$ cat config.mk
export PLATFORM = sky130hd
export DESIGN_NAME = dual_core_semaphore_mailbox
export DESIGN_NICKNAME = d
export VERILOG_FILES = /design/src/rtl/core/dcsm_pkg.sv /design/src/rtl/core/dcsm_ctrl.sv /design/src/rtl/core/dcsm_datapath.sv /design/src/rtl/core/dual_core_semaphore_mailbox.sv
export SDC_FILE = /design/constraint.sdc
export NUM_CORES = 1
export LEC_CHECK = 0
export ABC_AREA = 1
export BUFFER_PORTS_ARGS = -buffer_cell sky130_fd_sc_hd__buf_4
export CAP_MARGIN = 10
export CORE_MARGIN = 2
export CORE_UTILIZATION = 60
export DETAILED_ROUTE_END_ITERATION = 10
export PLACE_DENSITY = 0.8
export RECOVER_POWER = 50
export SLEW_MARGIN = 20
export SYNTH_ARGS = -nofsm -noshare
export SYNTH_HDL_FRONTEND = slang
export SYNTH_SLANG_ARGS = --single-unit
$ cat constraint.sdc
create_clock -name clk -period 2 [get_ports clk]
set_clock_uncertainty 0.05 [all_clocks]
set_input_delay 0.4 -clock clk [delete_from_list [all_inputs] [get_ports clk]]
set_output_delay 0.4 -clock clk [all_outputs]
set_load 0.02 [all_outputs]
$ cat src/rtl/core/dcsm_pkg.sv
`default_nettype none
package dcsm_pkg;

  localparam int SEM_COUNT = 16;
  localparam int DATA_W = 16;

  // operation codes
  localparam logic [3:0] KIND_READ_FLAGS  = 4'd0;
  localparam logic [3:0] KIND_SET         = 4'd1;
  localparam logic [3:0] KIND_CLEAR       = 4'd2;
  localparam logic [3:0] KIND_SEM_STATUS  = 4'd3;
  localparam logic [3:0] KIND_SEM_REQUEST = 4'd4;
  localparam logic [3:0] KIND_SEM_RELEASE = 4'd5;
  localparam logic [3:0] KIND_HOST_SET    = 4'd6;
  localparam logic [3:0] KIND_HOST_CLEAR  = 4'd7;
  localparam logic [3:0] KIND_TAKE_CLEAR  = 4'd8;

  // semaphore owner codes
  localparam logic [1:0] OWNER_FREE = 2'd0;
  localparam logic [1:0] OWNER_MCU  = 2'd1;
  localparam logic [1:0] OWNER_DSP  = 2'd2;

  // waiting marks
  localparam logic [1:0] WAIT_MCU = 2'b01;
  localparam logic [1:0] WAIT_DSP = 2'b10;

  typedef struct packed {
    logic [3:0]        kind;
    logic              side;
    logic [DATA_W-1:0] data_in;
  } req_t;

  typedef struct packed {
    logic [DATA_W-1:0] read_data;
    logic [DATA_W-1:0] changed_bits;
    logic              changed_is_set;
  } rsp_t;

  typedef struct packed {
    logic load;
    logic exec;
  } cmd_t;

  typedef enum logic {
    ST_IDLE,
    ST_EXEC
  } state_t;

endpackage
`default_nettype wire

$ cat src/rtl/core/dcsm_ctrl.sv
`default_nettype none
module dcsm_ctrl (
  input  wire logic          clk,
  input  wire logic          rst,
  input  wire logic          req_valid,
  output logic               req_ready,
  output logic               rsp_valid,
  input  wire logic          rsp_ready,
  output dcsm_pkg::cmd_t     cmd
);

  dcsm_pkg::state_t state, state_next;
  logic rsp_valid_next;

  always_ff @(posedge clk) begin
    if (rst) begin
      state     <= dcsm_pkg::ST_IDLE;
      rsp_valid <= 1'b0;
    end else begin
      state     <= state_next;
      rsp_valid <= rsp_valid_next;
    end
  end

  always_comb begin
    state_next = state;
    req_ready  = 1'b0;
    cmd        = '0;
    case (state)
      dcsm_pkg::ST_IDLE: begin
        req_ready = 1'b1;
        if (req_valid) begin
          cmd.load   = 1'b1;
          state_next = dcsm_pkg::ST_EXEC;
        end
      end
      dcsm_pkg::ST_EXEC: begin
        // commit only once the result register is free or being emptied
        if (!rsp_valid || rsp_ready) begin
          cmd.exec   = 1'b1;
          state_next = dcsm_pkg::ST_IDLE;
        end
      end
      default: state_next = dcsm_pkg::ST_IDLE;
    endcase
    if (cmd.exec) begin
      rsp_valid_next = 1'b1;
    end else if (rsp_ready) begin
      rsp_valid_next = 1'b0;
    end else begin
      rsp_valid_next = rsp_valid;
    end
  end

endmodule
`default_nettype wire

$ cat src/rtl/core/dcsm_datapath.sv
`default_nettype none
module dcsm_datapath (
  input  wire logic           clk,
  input  wire logic           rst,
  input  wire dcsm_pkg::cmd_t cmd,
  input  wire dcsm_pkg::req_t req,
  output dcsm_pkg::rsp_t      rsp
);

  dcsm_pkg::req_t cur;

  logic [dcsm_pkg::DATA_W-1:0] comm_flags, comm_flags_next;
  logic [dcsm_pkg::DATA_W-1:0] cleared_accum, cleared_accum_next;
  logic [1:0] sem_owner [dcsm_pkg::SEM_COUNT];
  logic [1:0] sem_owner_next [dcsm_pkg::SEM_COUNT];
  logic [1:0] sem_waiting [dcsm_pkg::SEM_COUNT];
  logic [1:0] sem_waiting_next [dcsm_pkg::SEM_COUNT];
  dcsm_pkg::rsp_t rsp_next;

  logic [1:0] me, other, my_wait, other_wait;
  logic [dcsm_pkg::DATA_W-1:0] status;
  logic [dcsm_pkg::DATA_W-1:0] d;

  always_ff @(posedge clk) begin
    if (cmd.load) begin
      cur <= req;
    end
    if (cmd.exec) begin
      rsp <= rsp_next;
    end
  end

  always_ff @(posedge clk) begin
    if (rst) begin
      comm_flags    <= '0;
      cleared_accum <= '0;
      for (int i = 0; i < dcsm_pkg::SEM_COUNT; i++) begin
        sem_owner[i]   <= dcsm_pkg::OWNER_FREE;
        sem_waiting[i] <= '0;
      end
    end else if (cmd.exec) begin
      comm_flags    <= comm_flags_next;
      cleared_accum <= cleared_accum_next;
      for (int i = 0; i < dcsm_pkg::SEM_COUNT; i++) begin
        sem_owner[i]   <= sem_owner_next[i];
        sem_waiting[i] <= sem_waiting_next[i];
      end
    end
  end

  assign d          = cur.data_in;
  assign me         = cur.side ? dcsm_pkg::OWNER_DSP : dcsm_pkg::OWNER_MCU;
  assign other      = cur.side ? dcsm_pkg::OWNER_MCU : dcsm_pkg::OWNER_DSP;
  assign my_wait    = cur.side ? dcsm_pkg::WAIT_DSP : dcsm_pkg::WAIT_MCU;
  assign other_wait = cur.side ? dcsm_pkg::WAIT_MCU : dcsm_pkg::WAIT_DSP;

  // bits beyond the semaphore count read as not owned
  always_comb begin
    status = '1;
    for (int i = 0; i < dcsm_pkg::SEM_COUNT; i++) begin
      status[i] = (sem_owner[i] != me);
    end
  end

  always_comb begin
    comm_flags_next    = comm_flags;
    cleared_accum_next = cleared_accum;
    rsp_next           = '0;
    for (int i = 0; i < dcsm_pkg::SEM_COUNT; i++) begin
      sem_owner_next[i]   = sem_owner[i];
      sem_waiting_next[i] = sem_waiting[i];
    end
    case (cur.kind)
      dcsm_pkg::KIND_READ_FLAGS: rsp_next.read_data = comm_flags;
      dcsm_pkg::KIND_SET: begin
        rsp_next.changed_bits   = d & ~comm_flags;
        rsp_next.changed_is_set = 1'b1;
        comm_flags_next         = comm_flags | d;
      end
      dcsm_pkg::KIND_CLEAR: begin
        rsp_next.changed_bits = comm_flags & d;
        comm_flags_next       = comm_flags & ~d;
        cleared_accum_next    = cleared_accum | (comm_flags & d);
      end
      dcsm_pkg::KIND_SEM_STATUS: rsp_next.read_data = status;
      dcsm_pkg::KIND_SEM_REQUEST: begin
        for (int i = 0; i < dcsm_pkg::SEM_COUNT; i++) begin
          if (d[i]) begin
            if (sem_owner[i] == dcsm_pkg::OWNER_FREE) begin
              sem_owner_next[i] = me;
            end else if (sem_owner[i] != me) begin
              sem_waiting_next[i] = sem_waiting[i] | my_wait;
            end
          end
        end
      end
      dcsm_pkg::KIND_SEM_RELEASE: begin
        for (int i = 0; i < dcsm_pkg::SEM_COUNT; i++) begin
          if (d[i] && sem_owner[i] == me) begin
            // hand over straight to a waiting other side
            if ((sem_waiting[i] & other_wait) != 2'b00) begin
              sem_owner_next[i]   = other;
              sem_waiting_next[i] = sem_waiting[i] & ~other_wait;
            end else begin
              sem_owner_next[i] = dcsm_pkg::OWNER_FREE;
            end
          end
        end
      end
      dcsm_pkg::KIND_HOST_SET:   comm_flags_next = comm_flags | d;
      dcsm_pkg::KIND_HOST_CLEAR: comm_flags_next = comm_flags & ~d;
      dcsm_pkg::KIND_TAKE_CLEAR: begin
        rsp_next.read_data = cleared_accum;
        cleared_accum_next = '0;
      end
      default: ;
    endcase
  end

endmodule
`default_nettype wire

$ cat src/rtl/core/dual_core_semaphore_mailbox.sv
// Mailbox flags and hardware semaphores shared by an MCU and a DSP. Every
// transaction on req gives exactly one transaction on rsp, in order. The
// controller captures a transaction in its idle state and applies it to the
// flags and all semaphores in parallel in its exec state; no new transaction
// is taken until the last one has been applied. A finished result sits
// in the rsp register while the next transaction is captured; the apply cycle
// waits only while that register is still full and not being taken.
`default_nettype none
module dual_core_semaphore_mailbox (
  input  wire logic           clk,
  input  wire logic           rst,
  input  wire logic           req_valid,
  output logic                req_ready,
  input  wire dcsm_pkg::req_t req,
  output logic                rsp_valid,
  input  wire logic           rsp_ready,
  output dcsm_pkg::rsp_t      rsp
);

  dcsm_pkg::cmd_t cmd;

  dcsm_ctrl u_ctrl (
    .clk       (clk),
    .rst       (rst),
    .req_valid (req_valid),
    .req_ready (req_ready),
    .rsp_valid (rsp_valid),
    .rsp_ready (rsp_ready),
    .cmd       (cmd)
  );

  dcsm_datapath u_datapath (
    .clk (clk),
    .rst (rst),
    .cmd (cmd),
    .req (req),
    .rsp (rsp)
  );

endmodule
`default_nettype wire

# Word level (Yosys, flattened, before mapping)

Memories as Yosys holds them, arrays and structs flattened.
Cells that the tools add are included.

RAM bits: 64
Memories kept: 2
Word-level logic and storage cells: 398
Register bits after elaboration: 88
Input port bits: 25

Memories:

| memory                 | depth | bits a word | read ports | clocked after memory_dff | wr ports | RTL line            | RTL |
|---|---|---|---|---|---|---|---|
| u_datapath.sem_owner   | 16    | 2           | 16         | 0                        | 16       | dcsm_datapath.sv:14 | `logic [1:0] sem_owner [dcsm_pkg::SEM_COUNT];` |
| u_datapath.sem_waiting | 16    | 2           | 16         | 0                        | 16       | dcsm_datapath.sv:16 | `logic [1:0] sem_waiting [dcsm_pkg::SEM_COUNT];` |

Equal/unequal tests: 40
Bitwise gates (word level): 89
Mux-type cells: 199
Reductions and logical operators: 58

Operators with widths:

| cell                                                             | number |
|---|---|
| 2-bit two-way mux                                                | 178 |
| 32-bit one-hot mux with 2 select lines                           | 2 |
| 16-bit one-hot mux with 2 select lines                           | 3 |
| 2-bit AND                                                        | 32 |
| 16-bit AND                                                       | 3 |
| 16-bit one-hot mux with 3 select lines                           | 1 |
| 2-bit nonzero test                                               | 19 |
| 2-bit == test                                                    | 16 |
| 2-bit logical NOT                                                | 16 |
| 2-bit inequality test                                            | 16 |
| 16-bit inverter                                                  | 2 |
| 1-bit OR                                                         | 32 |
| 16-bit OR                                                        | 2 |
| 2-bit OR                                                         | 16 |
| 4-bit by 3-bit == test with 1-bit output (second input constant) | 4 |
| 1-bit logical AND                                                | 16 |
| 1-bit two-way mux                                                | 14 |
| 4-bit by 2-bit == test with 1-bit output (second input constant) | 2 |
| 4-bit by 1-bit == test with 1-bit output (second input constant) | 1 |
| 4-bit == test (second input constant)                            | 1 |
| 4-bit logical NOT                                                | 1 |
| 2-bit AND reduction                                              | 2 |
| 2-bit OR reduction                                               | 2 |
| 2-bit inverter                                                   | 1 |
| 4 further kinds                                                  | 4 |

# Logic depth before layout (Yosys ltp)

Gate-level depths: netlist of run 1.

Word-level depth: 8
Mapped depth: 9
Depth with buffers taken out: 9

# Cells and area by module

From an unflattened synthesis of run 1, not the netlist that was laid out.

Cells, all modules: 914
Area total of the unflattened synthesis: 7618.6 µm²

By module, submodules not included:

| module        | cells an instance | times used | area each (µm²) | seq. area each (µm²) |
|---|---|---|---|---|
| dcsm_datapath | 902               | 1          | 7527.2          | 4184.0 |
| dcsm_ctrl     | 12                | 1          | 91.3            | 40.0 |

# Worst setup path after synthesis of run 1

OpenSTA, ideal clock, no wires.

Path kind: register -> register
From: reg u_ctrl.rsp_valid
To: mem u_datapath.sem_owner[9][0], in the netlist u_datapath.sem_owner[1][2], enable pin
Cell stages (with the launch flop): 8
Setup time: 0.329 ns
Arrival: 1.490 ns
Path buffers: 1
Path slack: 0.131 ns
Path through: dfxtp_1 > nand2_1 > nand2_1 > inv_2 > nand2_1 > buf_2 > nor2_1 > nor3_1

RTL lines:

| element                | RTL line            | RTL |
|---|---|---|
| start, declared        | dcsm_ctrl.sv:7      | `output logic rsp_valid,` |
| start signal, assigned | dcsm_ctrl.sv:21     | `rsp_valid <= rsp_valid_next;` |
| end, declared          | dcsm_datapath.sv:14 |  |

==> impl_metrics.ini, run 1 <==
[timing]
final_hold_viol_count = 0
rsz0062_at_grt = true
maxSlewHeadroom = 0.545
whs_ns = 0.107
finalCriticalPeriod_ns = 1.87
setup_viol = 0
finalCritPeriodShare = 0.936
fmax_mhz = 534
finalMaxSlewViolations = 0
worst_pin_slew_ns = 0.682

[worst_setup_path]
regToRegSetupSlack_ns = 0.13
crit_arrival_ns = 1.93
path_class = reg -> reg
cp.required_ns = 2.06
end_kind = flip-flop
crit_fanout = 20
cp-start-kind = flip-flop

[floorplanning]
coreArea_mm2 = 0.0125
initial_core_util = 0.606
die_x_um = 116
die_h_um = 116
boundaryPins = 60
rows = 41
dieArea_mm2 = 0.0135

[logic_synthesis]
synthTopCellsByArea = edfxtp_1 47%, nand2_1 9.8%, dfxtp_1 9.0%
yosysTopAreaCellShare = 0.469
yosysWarnings = 0
ys_seq_area_frac = 0.559
synth_cells = 893
synth_nets = 918
yosys.area.top_type = edfxtp_1
ys_types = 26
synth.cell_area_mm2 = 0.00756
avgSynthCellArea_um2 = 8.47
ys_ff_latch = 152

[clock_network]
cts-root-buf = clkbuf_16
cts_tree = done
cts.sinks = 152
clock_path_buffers = 2
cts_inserted_buffers = 17
clk_pin_slew_ns = 0.06
ctsHoldBuffers = 0
htreeDepth = 4
clk_latency_ns = 0.44

[cells_and_area]
drive_above_1_share = 0.131
fillers = 992
antennaDiodeCount = 0
utilization = 0.718
synthToLayoutAreaGrowth_pct = 18.4
nets = 1007

[global_routing]
grt_antenna_before_repair = 0
grt_start_max_net_pins = 66
globalRouteOverflowTotal = 0
grt_util_all_layers = 0.290
grt_pass1_wl_um = 29500
grt_pass1_vias = 5957

[place]
placement.io_buffers = 59
dpl.hpwl_um = 12800
gp_congestion = 0.836

[run_status]
status = finished clean

[flow_run]
maxCapViolations = 0

[detailed_routing]
via_per_inst = 5.62
wl_per_cell_um = 16.2
vias = 6553
wl_um = 18900
drcViolationCount = 0
drtAntennaViolNets = 0
dr.pass1.iters = 6
first_iter_violations = 823

[power]
power_leakage_nw = 3.65
ir_drop_uv = 584
power_density_mw_per_mm2 = 880

[min_path]
hold_class = in -> reg
-- worst paths after layout --
path         cells after the start                   startpoint                           end
max                              7           u_datapath.cur[17]  u_datapath.sem_waiting[4][3]
min                              1                       req[4]               u_datapath.d[4]
max reg2reg                      7           u_datapath.cur[17]  u_datapath.sem_waiting[4][3]
min reg2reg                      2  u_datapath.cleared_accum[8]   u_datapath.cleared_accum[8]
-- per-stage QoR --
stage	power (mW)	setup slack, ns	TNS [ns]	cells	cell area, um^2
3_5_place_dp	4.75	-0.206	-5.98	1133	8470
5_1_grt	8.12	-0.0116	-0.0269	1167	8950
2_1_floorplan	4.37	0.131	0	893	7560
4_1_cts	7.92	0.0565	0	1165	9060
6_report	7.88	0.128	0	1167	8950
3_3_place_gp	4.73	-0.249	-7.03	1133	8470
-- layout by cell type, fill, tap and decap left out, types with 16 or more instances in the layout --
cell and n:
inv_1 111, o221ai_1 16, dfxtp_1 34, nand2_1 196, o21ai_0 63, a21oi_1 95, clkbuf_1 41, clkbuf_4 16
nand3_1 72, nor2_1 89, buf_4 42, edfxtp_1 118, clkbuf_16 17
-- logic make-up after synthesis --
kind of cell           after synthesis  synth area share
buffers and inverters              153            0.0798
flip-flops                         152             0.559
AND/OR/NAND/NOR                    390             0.217
AO/OA/AOI/OAI                      198             0.145
-- metal layers --
layer  track usage  share of wire
met1         0.379           0.41
met2         0.473           0.48
met3        0.0618          0.084
met4         0.121          0.024
met5             0              0
-- synthesized netlist by cell type --
cell	instances
dfxtp_1	34
o21bai_1	2
a21oi_4	1
nor2_4	3
a21o_1	3
nand3_2	2
a211o_1	3
buf_2	17
o21ai_0	64
clkbuf_1	13
o21ai_1	12
nor2_1	91
or2_2	10
nand3_1	72
nand2_2	4
o21ai_2	2
inv_2	7
a21oi_1	95
nor2_2	2
buf_4	2
buf_1	3
edfxtp_1	118
o221ai_1	16
inv_1	111
nand2_1	198
nor3_1	8
-- critical path: stages (launching register included) --
cell	delay (ns)
edfxtp_1	0.47
inv_2	0.12
nor2_1	0.06
nand3_1	0.21
inv_4	0.17
nand2_1	0.11
nand2_1	0.07
nor3_1	0.29
-- power breakdown --
part | switching [mW] | internal (mW)
logic | 0.631 | 0.289
clock network | 1.26 | 1.95
registers | 0.119 | 3.64
total | 2.01 | 5.87
-- layout make-up --
type                    instances  area (um^2)  share of cell area
inverters                     118          445              0.0498
clock buffers                  19          433              0.0484
well taps                     172          215              0.0240
repair buffers                105          718              0.0803
clock inverters                13          155              0.0173
multi-input cells             588         2760               0.308
flip-flops and latches        152         4220               0.472
-- timing repair --
action	in CTS	in global routing
setup endpoints to repair	38	48
pin swaps	0	1
resized for setup	1	10
setup buffers	0	2
Power figures use the tool's default switching activity.
==> run 2, diff against run 1 <==
Settings changed: CORE_ASPECT_RATIO set to 1.25, CORE_UTILIZATION 60 to 54, CTS_BUF_LIST set to sky130_fd_sc_hd__clkbuf_8 sky130_fd_sc_hd__clkbuf_16, PLACE_DENSITY 0.8 to 0.76.
Clock period 2 ns to 1.6 ns, I/O delays scaled along.
==> run 2 against run 1 <==
The run now ends with negative setup slack left. Die area rose by 11%. Combinational power rose by 92%. Core utilization rose by 6.3 points. Critical endpoint is now u_datapath.sem_owner[1][7]. Largest cell class unchanged. Largest power group unchanged.
==> impl_metrics.ini, run 2 (synthesized netlist as in run 1, its figures left out) <==
[worst_setup_path]
path_class = reg -> reg
cp.required_ns = 1.69
crit_arrival_ns = 2.05
end_kind = flip-flop
regToRegSetupSlack_ns = -0.36
crit_fanout = 5
r2r_cells = 7
cp-start-kind = flip-flop

[timing]
final_hold_viol_count = 0
worst_pin_slew_ns = 0.569
maxSlewHeadroom = 0.620
rsz0062_at_grt = true
finalCriticalPeriod_ns = 1.96
finalCritPeriodShare = 1.22
fin_setup_tns_ns = -26.30
fin_ws_ns = -0.359
setup_viol = 186
fmax_mhz = 511
whs_ns = 0.0262
finalMaxSlewViolations = 0

[floorplanning]
boundaryPins = 60
initial_core_util = 0.550
dieArea_mm2 = 0.0150
rows = 48
die_x_um = 110
die_h_um = 136
coreArea_mm2 = 0.0138

[min_path]
hold_class = in -> reg
min_path_cells = 1

[cells_and_area]
utilization = 0.781
final_common_cell = nand2_1
final_cell_mix = 162 x nand2_1, 128 x buf_4, 118 x edfxtp_1
antennaDiodeCount = 0
fillers = 773
synthToLayoutAreaGrowth_pct = 42.1
nets = 1091
drive_above_1_share = 0.365

[detailed_routing]
wl_um = 24900
first_iter_violations = 974
via_per_inst = 6.16
wl_per_cell_um = 19.8
drtAntennaViolNets = 0
dr.pass1.iters = 8
vias = 7719
drcViolationCount = 0

[flow_run]
maxCapViolations = 0

[clock_network]
cts.sinks = 152
cts-root-buf = clkbuf_16
htreeDepth = 4
cts_tree = done
clock_path_buffers = 2
clk_latency_ns = 0.44
clk_pin_slew_ns = 0.07
cts_inserted_buffers = 17

[power]
power_density_mw_per_mm2 = 1020
power_leakage_nw = 4.44
ir_drop_uv = 764

[global_routing]
grt_util_all_layers = 0.303
globalRouteOverflowTotal = 0
grt_start_max_net_pins = 41
grt_pass1_vias = 7096
grt_antenna_before_repair = 0
grt_pass1_wl_um = 34400

[place]
placement.io_buffers = 59
gp_congestion = 0.861
dpl.hpwl_um = 14100

[run_status]
status = finished, violations left
violations = negative setup slack
==> run 2: cell types whose count changed in the layout (fill, tap and decap cells not counted), moves of 19 or more <==
cell      before  now
buf_4         42  128
nor2_1        89   49
clkbuf_1      41    2
nand2_1      196  162
a21oi_1       95   65
a21oi_2        0   28
nor2_2         2   24
o21ai_0       63   41
nand2_2        5   26
nor2_4         5   24
==> run 2: critical path, stage by stage, from the launching register on <==
cell and delay [ns]:
edfxtp_1 0.51, buf_4 0.22, buf_12 0.13, o21ai_0 0.12, nand3_1 0.17, nand2_1 0.11
nand2_1 0.15, nor2_2 0.20
==> run 2: power breakdown <==
group	total (mW)	leakage [nW]	switching (mW)	internal, mW
clock network	4.46	0.312	1.69	2.77
registers	4.73	1.42	0.179	4.55
logic	1.76	2.71	1.06	0.695
==> run 2: path summary, 6_finish.rpt <==
path / start / end
max: u_datapath.cur[16] / u_datapath.sem_owner[1][7]
min: req[3] / u_datapath.d[3]
max reg2reg: u_datapath.cur[16] / u_datapath.sem_owner[1][7]
min reg2reg: u_datapath.cleared_accum[1] / u_datapath.cleared_accum[1]
==> run 2: through the flow <==
stage | cell area (um^2) | setup WS (ns) | power, mW | std cells
2_1_floorplan | 7620 | -0.0261 | 5.48 | 893
3_3_place_gp | 9080 | -0.160 | 6.09 | 1199
3_5_place_dp | 9080 | -0.201 | 6.12 | 1199
4_1_cts | 10100 | -0.179 | 10.6 | 1240
5_1_grt | 10700 | -0.388 | 11.2 | 1254
6_report | 10700 | -0.359 | 10.9 | 1254
==> run 2: what timing repair did <==
action                     4_1_cts  5_1_grt
setup endpoints to repair      140      180
hold endpoints to repair         0        1
gates cloned                     2        2
setup buffers                    9       12
pin swaps                        6       21
gates resized for setup         87      145
hold buffers                     0        1
==> run 2: final cells by class <==
type / instances / area, um^2 / area share
Sequential cell: 152 / 4230 / 0.393
Multi-Input combinational cell: 589 / 3450 / 0.321
Timing Repair Buffer: 188 / 1730 / 0.161
Inverter: 118 / 460 / 0.0429
Clock buffer: 17 / 425 / 0.0396
Clock inverter: 15 / 228 / 0.0212
Tap cell: 175 / 219 / 0.0204
==> run 2: routing by layer <==
| metal | share of wire | track usage | vias to the layer above |
|---|---|---|---|
| met3 | 0.097 | 0.0647 | 148 |
| met5 | 0 | 0 | - |
| met1 | 0.34 | 0.356 | 3652 |
| met4 | 0.059 | 0.148 | 0 |
| met2 | 0.50 | 0.519 | 565 |
| li1 | - | - | 3354 |
